## src/rtl/stt_pkg.sv

```systemverilog
package stt_pkg;

  // Character codes that the tokenizer reacts to.
  localparam logic [7:0] CH_LF     = 8'h0A;
  localparam logic [7:0] CH_TAB    = 8'h09;
  localparam logic [7:0] CH_SPACE  = 8'h20;
  localparam logic [7:0] CH_EQUAL  = 8'h3D;
  localparam logic [7:0] CH_COMMA  = 8'h2C;
  localparam logic [7:0] CH_SEMI   = 8'h3B;
  localparam logic [7:0] CH_LBRACE = 8'h7B;
  localparam logic [7:0] CH_RBRACE = 8'h7D;
  localparam logic [7:0] CH_LPAREN = 8'h28;
  localparam logic [7:0] CH_RPAREN = 8'h29;
  localparam logic [7:0] CH_LOW_A  = 8'h61;
  localparam logic [7:0] CH_LOW_Z  = 8'h7A;
  localparam logic [7:0] CASE_OFFSET = 8'h20;

  localparam int unsigned DEPTH_W = 4;
  localparam int unsigned LINE_W  = 16;
  localparam logic [LINE_W-1:0] LINE_MAX = '1;

  // Entries held between the front and the back end.
  localparam int unsigned QUEUE_DEPTH = 4;

  typedef struct packed {
    logic [7:0] byte_value;
    logic       input_end;
  } in_item_t;

  typedef struct packed {
    logic [7:0]        token_char;
    logic              char_valid;
    logic              token_end;
    logic              stream_done;
    logic [LINE_W-1:0] line_number;
  } out_item_t;

  // One classified item: an optional close beat ahead of the main beat.
  typedef struct packed {
    logic      pre_close;
    out_item_t res;
  } entry_t;

  function automatic logic is_blank(input logic [7:0] ch);
    return (ch == CH_SPACE) || (ch == CH_LF) || (ch == CH_TAB) ||
           (ch == CH_EQUAL) || (ch == CH_COMMA) || (ch == CH_SEMI);
  endfunction

endpackage

```

## src/rtl/scene_text_tokenizer_unit.sv

```systemverilog
// Scene text tokenizer.
// Input channel: one raw byte per beat on in_item, taken when push is high
// and full is low. A beat with input_end set closes the stream.
// Result channel: the oldest result sits on out_item while empty is low and
// leaves on a cycle with pop high. Each result is one token character, a
// token close marker, or the end-of-stream marker, with the line count.
// Results pass from the classifier through the queue into the output register.
// Throughput: one input byte per cycle while full is low. A parenthesis that
// follows an open token gives two results, a close marker and then the
// parenthesis; a four-entry queue between the classifier and the result
// stage absorbs this, and full rises only when that queue is full.
// Bytes inside comments and dropped blanks give no result at all.
// When the receiver stalls, results wait in the output register and the
// queue; once the queue fills, full holds off the sender. Nothing is lost.
// Reset clears the token length, comment depth, blank skip flag, line
// count and all queued results.
module scene_text_tokenizer_unit #(
  parameter int unsigned TOKEN_BUFFER_SIZE   = 64,
  parameter int unsigned MAX_COMMENT_NESTING = 15
) (
  input  logic               clk,
  input  logic               rst_n,
  input  logic               push,
  output logic               full,
  input  stt_pkg::in_item_t  in_item,
  output logic               empty,
  input  logic               pop,
  output stt_pkg::out_item_t out_item
);
  import stt_pkg::*;

  logic   accept;
  logic   q_push, q_pop, q_full, q_empty;
  entry_t q_entry, q_head;

  assign full   = q_full;
  assign accept = push && !q_full;

  stt_front #(
    .TOKEN_BUFFER_SIZE  (TOKEN_BUFFER_SIZE),
    .MAX_COMMENT_NESTING(MAX_COMMENT_NESTING)
  ) u_front (
    .clk    (clk),
    .rst_n  (rst_n),
    .accept (accept),
    .item   (in_item),
    .q_push (q_push),
    .q_entry(q_entry)
  );

  stt_queue #(
    .DEPTH(QUEUE_DEPTH)
  ) u_queue (
    .clk    (clk),
    .rst_n  (rst_n),
    .wr_en  (q_push),
    .wr_data(q_entry),
    .rd_en  (q_pop),
    .rd_data(q_head),
    .q_full (q_full),
    .q_empty(q_empty)
  );

  stt_back u_back (
    .clk     (clk),
    .rst_n   (rst_n),
    .q_empty (q_empty),
    .q_head  (q_head),
    .q_pop   (q_pop),
    .pop     (pop),
    .empty   (empty),
    .out_item(out_item)
  );

endmodule

```

## src/rtl/stt_front.sv

```systemverilog
module stt_front #(
  parameter int unsigned TOKEN_BUFFER_SIZE   = 64,
  parameter int unsigned MAX_COMMENT_NESTING = 15
) (
  input  logic              clk,
  input  logic              rst_n,
  input  logic              accept,
  input  stt_pkg::in_item_t item,
  output logic              q_push,
  output stt_pkg::entry_t   q_entry
);
  import stt_pkg::*;

  localparam int unsigned LEN_W = $clog2(TOKEN_BUFFER_SIZE);
  localparam logic [LEN_W-1:0]   LEN_LIMIT = LEN_W'(TOKEN_BUFFER_SIZE - 1);
  localparam logic [DEPTH_W-1:0] NEST_MAX  = DEPTH_W'(MAX_COMMENT_NESTING);

  logic [LEN_W-1:0]   len_r, len_nxt, len_inc;
  logic [DEPTH_W-1:0] depth_r, depth_nxt;
  logic               skip_r, skip_nxt;
  logic [LINE_W-1:0]  line_r, line_nxt;
  logic [7:0]         ch, ch_up;

  assign ch      = item.byte_value;
  assign ch_up   = ((ch >= CH_LOW_A) && (ch <= CH_LOW_Z)) ? (ch - CASE_OFFSET) : ch;
  assign len_inc = len_r + LEN_W'(1);

  // Classify the byte, update the token state and build the queue entry.
  always_comb begin
    len_nxt   = len_r;
    depth_nxt = depth_r;
    skip_nxt  = skip_r;
    line_nxt  = line_r;
    q_push    = 1'b0;
    q_entry   = '0;

    if (!item.input_end && (ch == CH_LF) && (line_r != LINE_MAX)) begin
      line_nxt = line_r + LINE_W'(1);
    end
    q_entry.res.line_number = line_nxt;

    priority if (item.input_end) begin
      q_push                  = 1'b1;
      q_entry.res.token_end   = (len_r != '0);
      q_entry.res.stream_done = 1'b1;
      len_nxt                 = '0;
      depth_nxt               = '0;
      skip_nxt                = 1'b0;
    end else if (depth_r != '0) begin
      // Inside a comment only braces and newlines change anything.
      if (ch == CH_LBRACE) begin
        if (depth_r < NEST_MAX) begin
          depth_nxt = depth_r + DEPTH_W'(1);
        end
      end else if (ch == CH_RBRACE) begin
        depth_nxt = depth_r - DEPTH_W'(1);
        if (depth_r == DEPTH_W'(1)) begin
          skip_nxt = 1'b1;
        end
      end
    end else if (is_blank(ch)) begin
      if (!skip_r && (len_r != '0)) begin
        q_push                = 1'b1;
        q_entry.res.token_end = 1'b1;
        len_nxt               = '0;
      end
    end else begin
      skip_nxt = 1'b0;
      if (ch_up == CH_LBRACE) begin
        depth_nxt = DEPTH_W'(1);
      end else if ((ch_up == CH_LPAREN) || (ch_up == CH_RPAREN)) begin
        q_push                 = 1'b1;
        q_entry.pre_close      = (len_r != '0);
        q_entry.res.token_char = ch_up;
        q_entry.res.char_valid = 1'b1;
        q_entry.res.token_end  = 1'b1;
        len_nxt                = '0;
      end else begin
        q_push                 = 1'b1;
        q_entry.res.token_char = ch_up;
        q_entry.res.char_valid = 1'b1;
        if (len_inc >= LEN_LIMIT) begin
          q_entry.res.token_end = 1'b1;
          len_nxt               = '0;
        end else begin
          len_nxt = len_inc;
        end
      end
    end

    if (!accept) begin
      q_push = 1'b0;
    end
  end

  // Token state advances only on an accepted beat.
  always_ff @(posedge clk) begin
    if (!rst_n) begin
      len_r   <= '0;
      depth_r <= '0;
      skip_r  <= 1'b0;
      line_r  <= '0;
    end else if (accept) begin
      len_r   <= len_nxt;
      depth_r <= depth_nxt;
      skip_r  <= skip_nxt;
      line_r  <= line_nxt;
    end
  end

endmodule

```

## src/rtl/stt_queue.sv

```systemverilog
module stt_queue #(
  parameter int unsigned DEPTH = 4
) (
  input  logic            clk,
  input  logic            rst_n,
  input  logic            wr_en,
  input  stt_pkg::entry_t wr_data,
  input  logic            rd_en,
  output stt_pkg::entry_t rd_data,
  output logic            q_full,
  output logic            q_empty
);
  import stt_pkg::*;

  localparam int unsigned PTR_W = (DEPTH > 1) ? $clog2(DEPTH) : 1;
  localparam int unsigned CNT_W = $clog2(DEPTH + 1);
  localparam logic [PTR_W-1:0] PTR_LAST = PTR_W'(DEPTH - 1);
  localparam logic [CNT_W-1:0] CNT_FULL = CNT_W'(DEPTH);

  entry_t           mem_r [DEPTH];
  logic [PTR_W-1:0] wr_ptr_r, wr_ptr_nxt, rd_ptr_r, rd_ptr_nxt;
  logic [CNT_W-1:0] cnt_r, cnt_nxt;

  assign q_full  = (cnt_r == CNT_FULL);
  assign q_empty = (cnt_r == '0);
  assign rd_data = mem_r[rd_ptr_r];

  // Pointer and occupancy bookkeeping.
  always_comb begin
    wr_ptr_nxt = wr_ptr_r;
    rd_ptr_nxt = rd_ptr_r;
    cnt_nxt    = cnt_r;
    if (wr_en) begin
      wr_ptr_nxt = (wr_ptr_r == PTR_LAST) ? '0 : wr_ptr_r + PTR_W'(1);
    end
    if (rd_en) begin
      rd_ptr_nxt = (rd_ptr_r == PTR_LAST) ? '0 : rd_ptr_r + PTR_W'(1);
    end
    if (wr_en && !rd_en) begin
      cnt_nxt = cnt_r + CNT_W'(1);
    end else if (rd_en && !wr_en) begin
      cnt_nxt = cnt_r - CNT_W'(1);
    end
  end

  always_ff @(posedge clk) begin
    if (!rst_n) begin
      wr_ptr_r <= '0;
      rd_ptr_r <= '0;
      cnt_r    <= '0;
    end else begin
      wr_ptr_r <= wr_ptr_nxt;
      rd_ptr_r <= rd_ptr_nxt;
      cnt_r    <= cnt_nxt;
    end
  end

  // Entry storage needs no reset.
  always_ff @(posedge clk) begin
    if (wr_en) begin
      mem_r[wr_ptr_r] <= wr_data;
    end
  end

endmodule

```

## src/rtl/stt_back.sv

```systemverilog
module stt_back (
  input  logic               clk,
  input  logic               rst_n,
  input  logic               q_empty,
  input  stt_pkg::entry_t    q_head,
  output logic               q_pop,
  input  logic               pop,
  output logic               empty,
  output stt_pkg::out_item_t out_item
);
  import stt_pkg::*;

  logic      out_valid_r, out_valid_nxt;
  out_item_t out_data_r, out_data_nxt;
  logic      phase_r, phase_nxt;
  logic      load;

  assign empty    = !out_valid_r;
  assign out_item = out_data_r;
  assign load     = !q_empty && (!out_valid_r || pop);

  // Expand the head entry into one or two beats for the output register.
  always_comb begin
    out_data_nxt  = out_data_r;
    phase_nxt     = phase_r;
    q_pop         = 1'b0;
    out_valid_nxt = out_valid_r;
    if (load) begin
      out_valid_nxt = 1'b1;
      if (q_head.pre_close && !phase_r) begin
        out_data_nxt             = '0;
        out_data_nxt.token_end   = 1'b1;
        out_data_nxt.line_number = q_head.res.line_number;
        phase_nxt                = 1'b1;
      end else begin
        out_data_nxt = q_head.res;
        phase_nxt    = 1'b0;
        q_pop        = 1'b1;
      end
    end else if (pop && out_valid_r) begin
      out_valid_nxt = 1'b0;
    end
  end

  always_ff @(posedge clk) begin
    if (!rst_n) begin
      out_valid_r <= 1'b0;
      phase_r     <= 1'b0;
    end else begin
      out_valid_r <= out_valid_nxt;
      phase_r     <= phase_nxt;
    end
  end

  always_ff @(posedge clk) begin
    out_data_r <= out_data_nxt;
  end

endmodule

```

## config.mk

```make
export PLATFORM = sky130hd
export DESIGN_NAME = scene_text_tokenizer_unit
export DESIGN_NICKNAME = d
export VERILOG_FILES = /design/src/rtl/stt_pkg.sv /design/src/rtl/scene_text_tokenizer_unit.sv /design/src/rtl/stt_front.sv /design/src/rtl/stt_queue.sv /design/src/rtl/stt_back.sv
export SDC_FILE = /design/constraint.sdc
export NUM_CORES = 1
export LEC_CHECK = 0
export BUFFER_PORTS_ARGS = -buffer_cell sky130_fd_sc_hd__buf_2
export CAP_MARGIN = 20
export CORE_MARGIN = 10
export CORE_UTILIZATION = 40
export DETAILED_ROUTE_END_ITERATION = 8
export PLACE_DENSITY_LB_ADDON = 0.1
export SLEW_MARGIN = 15
export SYNTH_ARGS = -nofsm -noshare
export SYNTH_HDL_FRONTEND = slang
export SYNTH_SLANG_ARGS = --single-unit
```

## constraint.sdc

```tcl
create_clock -name clk -period 5.9 [get_ports clk]
set_input_delay 0.295 -clock clk [delete_from_list [all_inputs] [get_ports clk]]
set_output_delay 0.295 -clock clk [all_outputs]
set_load 0.005 [all_outputs]
```

# Word-level counts from Yosys, hierarchy flattened
# Memory sizes are Yosys's and may differ from the RTL's. A register that Yosys moved wholly into a read port is not among the register bits.
# Index checks and enable logic that the tools add are counted.
[totals]
regBits = 63
ramBits = 112
in_bits = 13
word_cells = 138
memories = 1
[mem_list]
columns = ["memory", "depth", "width", "read_ports", "rd_clocked_by_memory_dff", "write_ports", "line", "rtl"]
rows = [
  ["u_queue.mem_r", 4, 28, 1, 1, 1, "stt_queue.sv:20", "entry_t mem_r [DEPTH];"],
]
[classes]
addsub = 9
n_lt_le_gt_ge = 4
n_eq_ne = 25
muxes = 51
n_reduce_logical = 34
[ops]
columns = ["operator", "n"]
rows = [
  ["$eq A8 B6 Y1 const B", 6],
  ["$mux W6", 7],
  ["$mux W4", 7],
  ["$mux W1", 25],
  ["$eq A8 B7 Y1 const B", 3],
  ["$mux W11", 2],
  ["$mux W10", 2],
  ["$add A16 B1 Y16 const B", 1],
  ["$eq A8 B4 Y1 const B", 2],
  ["$mux W16", 1],
  ["$ne A16 B16 Y1 const B", 1],
  ["$ne A3 B3 Y1 const B", 4],
  ["$logic_and A1 B1 Y1", 10],
  ["$reduce_and A5 Y1", 2],
  ["$ge A8 B7 Y1 const B", 1],
  ["$le A8 B7 Y1 const B", 1],
  ["$logic_not A1 Y1", 8],
  ["$mux W2", 4],
  ["$mux W8", 1],
  ["$ne A4 B4 Y1 const B", 2],
  ["$sub A8 B6 Y8 const B", 1],
  ["$logic_or A1 B1 Y1", 7],
  ["$add A6 B1 Y6 const B", 1],
  ["$ge A6 B6 Y1 const B", 1],
  ["other kinds (18)", 23],
]

# Depth between registers and ports, before layout
[logic_depth]
word_depth = 14
ltp_mapped = 14

# Modules after synthesis
# From an unflattened synthesis, not the netlist that was laid out.
[hier_totals]
hier_cells = 533
area_unflattened_um2 = 7781.2
[modules_own_cells]
columns = ["mod", "n_inst", "cells_per_inst", "area_per_inst_um2", "seq_area_each_um2"]
rows = [
  ["stt_queue", 1, 190, 4548.1, 3543.4],
  ["stt_front", 1, 291, 2224.6, 540.5],
  ["stt_back", 1, 51, 994.7, 850.8],
  ["scene_text_tokenizer_unit", 1, 1, 13.8, 0.0],
]

# Worst setup path before layout
# OpenSTA, ideal clock, no wires.
[synth_timing]
path_type = "register to register"
start = "register u_queue.cnt_r[0]"
end = "register u_queue.cnt_r[2]"
setup_ps = 71
t_arrival_ps = 3293
slack_ps = 2537
stages_incl_launch_ff = 10
path_buffers = 0
synth_period_minus_slack_ps = 3363
path_cell_list = "dfxtp_1 -> nor3_1 -> a21oi_1 -> nand2b_1 -> ha_1 -> inv_1 -> fa_1 -> xor2_1 -> or3_1 -> a21oi_1"
[synth_via]
elab_chain_cells = 7
[synth_lines]
columns = ["element", "line", "rtl"]
rows = [
  ["from (decl)", "stt_queue.sv:22", "logic [CNT_W-1:0] cnt_r, cnt_nxt;"],
  ["from (signal assigned)", "stt_queue.sv:54", "cnt_r <= cnt_nxt;"],
  ["$logic_not A3 Y1 *", "stt_queue.sv:25", "assign q_empty = (cnt_r == '0);"],
  ["$logic_not A1 Y1 *", "stt_back.sv:20", "assign load = !q_empty && (!out_valid_r || pop);"],
  ["$logic_and A1 B1 Y1 *", "stt_back.sv:20", ""],
  ["via u_back.load", "stt_back.sv:16", "logic load;"],
  ["$mux W1 *", "stt_back.sv:28", "if (load) begin"],
  ["$logic_not A1 Y1", "stt_queue.sv:39", "if (wr_en && !rd_en) begin"],
  ["$logic_and A1 B1 Y1", "stt_queue.sv:39", ""],
  ["$mux W3 or $reduce_bool A2 Y1 (tied branches)", "-", ""],
]
# The timed path passes the listed nets; every way through them passes the cells marked *. The select of a mux whose other input is x is not followed.
# A chain may end at the register's enable or synchronous reset.

# Worst setup path in the final report
[layout_timing]
start = "register u_front.depth_r[1]"
end = "register u_queue.cnt_r[2]"
[layout_via]
elab_chain_cells = 7
[layout_lines]
columns = ["element", "line", "rtl"]
rows = [
  ["from (decl)", "stt_front.sv:19", "logic [DEPTH_W-1:0] depth_r, depth_nxt;"],
  ["from (signal assigned)", "stt_front.sv:105", "depth_r <= depth_nxt;"],
  ["$reduce_bool A4 Y1 *", "stt_front.sv:49", "end else if (depth_r != '0) begin"],
  ["$mux W1 *", "stt_front.sv:49", ""],
  ["$mux W1 *", "stt_front.sv:42", "priority if (item.input_end) begin"],
  ["$mux W1 *", "stt_front.sv:91", "if (!accept) begin"],
  ["$logic_not A1 Y1", "stt_queue.sv:41", "end else if (rd_en && !wr_en) begin"],
  ["$logic_and A1 B1 Y1", "stt_queue.sv:41", ""],
  ["$reduce_bool A2 Y1 (no source line)", "-", ""],
]
# Mark *: on every way between the ends. The rest lies on a longest branch, timed or not.

==> Implementation_results.wiki <==
{| class="wikitable"
! Metric !! Value
|-
| Sw power || approximately 0.96 mW
|-
| Number of violations of the max-capacitance limit || 0
|-
| Number of nets produced by synthesis || between 500 and 600
|-
| Fraction of the mapped netlist area in compound gates || under 10%
|-
| Critical path class || register to register
|-
| Reg-to-reg critical path startpoint || u_front.depth_r[1]
|-
| Min-Delay Path Depth || 4
|-
| Worst Hold Slack || between 0.15 and 0.2 ns
|-
| Layout overhead on the synthesized area || 13.4%
|-
| Sequential area share after synthesis || between 60% and 70%
|-
| Hold crit path type || input pin to register
|-
| Worst-Margin Slew || around 0.95 ns
|-
| Final hold violation count || 0
|-
| Part of the power in the clock network || between 30% and 40%
|-
| Via density per instance || around 5.3
|-
| Switching power as a share of total power || between 20% and 30%
|-
| Quantity of I/O buffers inserted on ports || 41
|-
| Post-detailed-route wirelength per cell || about 18 um
|-
| Fmax || between 200 and 300 MHz
|-
| Core Area || between 15,000 and 20,000 um^2
|-
| Worst-skew pair later-pin latency || approximately 0.42 ns
|-
| Final critical-path required period || 3.48 ns
|-
| Xor-xnor portion of the synthesized cell area || ~3.6%
|-
| Number of instances in the synthesized netlist || 523
|-
| Num ports || 42
|-
| Critical hold path startpoint || pop
|-
| DRT antenna net count || 0
|-
| Critical path startpoint category || register
|-
| TritonCTS clock tree || built
|-
| Post-Synthesis Cell Area || between 7000 and 8000 um^2
|-
| Crit path launch || u_front.depth_r[1]
|-
| Critical path capture point type || register
|-
| Post-synthesis register bit count || ~180
|-
| Tcrit/Tclk final || a little under 60%
|-
| Final worst clock skew || approximately 0.011 ns
|-
| # fillers || about 1,700
|-
| Maximum buffer depth of the clock tree || 2
|-
| Predominant post-synthesis flop cell || sky130_fd_sc_hd__edfxtp_1
|-
| Drt first-iter violations || roughly 310
|-
| Setup-failing EPs final || 0
|-
| Vias || 4,263
|-
| Number of synthesized flops with an enable pin || ~140
|-
| Place WS || between 2 and 2.5 ns
|-
| Initial antenna violation count || 0
|-
| Adder-cell share of the synthesized area || 2.72%
|-
| Clock buffer count from CTS || 17
|-
| Count of unresolved DRC violations after routing || 0
|-
| Gates resized, CTS repair || 0
|-
| Final worst-path setup slack || 2.42 ns
|-
| Fraction of the mapped netlist area in simple logic gates || between 10% and 20%
|-
| Clock root buffer || sky130_fd_sc_hd__clkbuf_16
|-
| Multiplexer fraction of the synthesized cell area || 9.23%
|-
| Placement row count || 50
|-
| Die width || 158 um
|-
| GRT Util Overall || about an eighth
|-
| Post-synthesis async set-or-reset flop share || 0%
|-
| Dominant combinational cell family by area after synthesis || simple AND/OR/NAND/NOR gates
|-
| Comb pwr share || about a fifth
|-
| Post-CTS Setup Inserts || 0
|-
| Fraction of power consumed by sequential logic || 47.6%
|-
| Clock input transition at the sequential cells of the worst setup and hold paths || 0.07 ns
|-
| Leakage || 3.03 nW
|-
| Wire length of the first global-routing pass || ~24 mm
|-
| Number of synthesis warnings || 0
|-
| WP data required || 6.25 ns
|-
| Outcome || complete, no violations
|-
| Initial standard-cell utilization of the core || ~40%
|-
| Final WL || ~15 mm
|-
| Setup repair after global routing missed its margin || no
|-
| Hold bufs inserted after CTS || 0
|-
| Detailed placement HPWL || ~9.6 mm
|-
| Internal portion of total power || ~2.5 mW
|-
| Fraction of layout cells with a size suffix above 1 || between 20% and 30%
|-
| Synth area leader || sky130_fd_sc_hd__edfxtp_1
|-
| Area fraction of the dominant cell type after synthesis || approximately 55%
|-
| Floorplan die height || roughly 160 um
|-
| Final-layout setup total negative slack || 0 ns
|-
| Worst max-slew margin expressed relative to the limit || about 36%
|-
| Routability-driven placement congestion ratio || roughly 0.76
|-
| Avg Synthesized Cell Area || about 15 um^2
|-
| Maximum number of pins on one net before global-route repair || 32
|-
| Clk sinks || 177
|-
| Die area || 25,000 um^2
|-
| Net count reported at finish || about 600
|-
| Vias in the first global route || about 4,400
|-
| Detailed Routing Iterations Pass 1 || 4
|-
| Number of distinct library cell variants in the gate-level netlist after synthesis || 62
|-
| Data arrival time at the worst-slack endpoint || around 3.8 ns
|-
| Highest ir drop seen on vdd || approximately 0.22 mV
|-
| Leading post-synthesis cells by cell area || sky130_fd_sc_hd__edfxtp_1 55%, sky130_fd_sc_hd__dfxtp_1 10%, sky130_fd_sc_hd__mux4_2 8.3%
|-
| FF-to-FF path depth || 12
|-
| H-tree level count || 4
|-
| Power density over the cells || between 400 and 500 nW/um^2
|-
| Max-slew violation total from the final report || 0
|-
| Highest net fanout along the worst path || 14
|-
| Total inserted antenna cells || 0
|-
| Remaining global-route overflow || 0
|}
-- per-stage QoR --
stage	cell area, um^2	util (%)	std cells	power, mW
3_3_place_gp	8050	42.9	776	2.46
5_1_grt	8650	46.1	809	3.69
6_report	8650	46.1	809	3.50
3_5_place_dp	8050	42.9	776	2.47
2_1_floorplan	7630	-	523	2.19
4_1_cts	8620	46.0	808	3.56
-- power groups by stage --
stage | sequential [mW] | combinational [mW] | clock (mW)
floorplan | 1.70 | 0.489 | 0
global placement | 1.69 | 0.773 | 0
detailed placement | 1.69 | 0.777 | 0
CTS | 1.67 | 0.778 | 1.12
global route | 1.69 | 0.836 | 1.17
finish | 1.66 | 0.745 | 1.09
-- placed cells by master (no fill, tap or decap), drive strengths merged, types with 10 or more instances in the layout --
cell / count
nor2: 30
inv: 21
xnor2: 10
and2: 14
nand3: 21
buf: 47
edfxtp: 139
nand2: 30
nor4: 10
clkbuf: 17
o21ai: 12
ha: 15
nor2b: 14
a21oi: 25
dfxtp: 38
mux4: 28
xor2: 21
-- Yosys cell counts, types with 3 or more instances --
| cell | instances |
|---|---|
| sky130_fd_sc_hd__nand3_1 | 20 |
| sky130_fd_sc_hd__and2_1 | 14 |
| sky130_fd_sc_hd__dfxtp_1 | 38 |
| sky130_fd_sc_hd__mux2i_1 | 4 |
| sky130_fd_sc_hd__xor2_1 | 21 |
| sky130_fd_sc_hd__nor2b_1 | 14 |
| sky130_fd_sc_hd__inv_1 | 14 |
| sky130_fd_sc_hd__nand2_1 | 30 |
| sky130_fd_sc_hd__and3_1 | 6 |
| sky130_fd_sc_hd__nand4_1 | 4 |
| sky130_fd_sc_hd__nor3_1 | 7 |
| sky130_fd_sc_hd__nand3b_1 | 3 |
| sky130_fd_sc_hd__a31oi_1 | 3 |
| sky130_fd_sc_hd__nor4_1 | 6 |
| sky130_fd_sc_hd__o21ai_0 | 9 |
| sky130_fd_sc_hd__buf_4 | 3 |
| sky130_fd_sc_hd__buf_2 | 13 |
| sky130_fd_sc_hd__or3_1 | 5 |
| sky130_fd_sc_hd__clkbuf_1 | 9 |
| sky130_fd_sc_hd__edfxtp_1 | 139 |
| sky130_fd_sc_hd__mux4_2 | 28 |
| sky130_fd_sc_hd__nand2b_1 | 6 |
| sky130_fd_sc_hd__nor2_1 | 29 |
| sky130_fd_sc_hd__a21oi_1 | 24 |
| sky130_fd_sc_hd__xnor2_1 | 10 |
| sky130_fd_sc_hd__ha_1 | 15 |
-- final cells by class --
class | instances | area (um^2) | area share, %
flip-flops and latches | 177 | 4940 | 57.0
well taps | 234 | 293 | 3.38
inverters | 14 | 52.6 | 0.607
clock buffers | 17 | 425 | 4.92
repair buffers | 47 | 270 | 3.12
multi-input cells | 305 | 2520 | 29.2
clock inverters | 15 | 151 | 1.75
-- kinds of logic (layout without fill, tap and decap cells) --
group | after synthesis | count (layout)
adder cells (fa/ha/maj) | 16 | 16
AO/OA/AOI/OAI | 58 | 58
multiplexers | 35 | 35
XOR/XNOR | 31 | 31
buffers and inverters | 41 | 93
AND/OR/NAND/NOR | 165 | 165
flip-flops | 177 | 177
-- flip-flops by register name, summed over array words and instances (netlist names), named ones only --
| name | flops |
|---|---|
| u_front.len_r | 6 |
| u_queue.wr_ptr_r | 2 |
| u_front.line_r | 16 |
| u_front.skip_r | 1 |
| u_queue.cnt_r | 3 |
| u_front.depth_r | 4 |
| u_queue.rd_ptr_r | 2 |
| u_queue.mem_r | 112 |
| u_back.out_item | 27 |
| u_back.out_valid_r | 1 |
| u_back.phase_r | 1 |
-- final timing paths --
path | endpoint | slack, ns
max | u_queue.cnt_r[2] | 2.42
min | u_back.out_valid_r | 0.18
max reg2reg | u_queue.cnt_r[2] | 2.42
min reg2reg | u_front.line_r[1] | 0.49
-- layer usage --
metal | wire length (um) | vias up | share of wire (%) | global-route usage (%)
met4 | 231 | 0 | 1.5 | 4.72
met2 | 7330 | 66 | 49 | 20.3
met1 | 6920 | 2126 | 46 | 16.9
li1 | - | 2057 | - | -
met3 | 469 | 14 | 3.1 | 2.55
met5 | 0 | - | 0 | 0
-- critical path, stage by stage, from the launching register on --
cell                      delay (ns)
sky130_fd_sc_hd__dfxtp_1        0.37
sky130_fd_sc_hd__inv_1          0.10
sky130_fd_sc_hd__ha_1           0.15
sky130_fd_sc_hd__or3b_1         0.48
sky130_fd_sc_hd__a21oi_1        0.26
sky130_fd_sc_hd__o21ai_1        0.10
sky130_fd_sc_hd__a21oi_2        0.50
sky130_fd_sc_hd__ha_1           0.30
sky130_fd_sc_hd__inv_1          0.07
sky130_fd_sc_hd__fa_1           0.43
sky130_fd_sc_hd__xor2_1         0.18
sky130_fd_sc_hd__or3_1          0.30
sky130_fd_sc_hd__a21oi_1        0.16
Note: power is estimated with default switching activity, not from simulation.
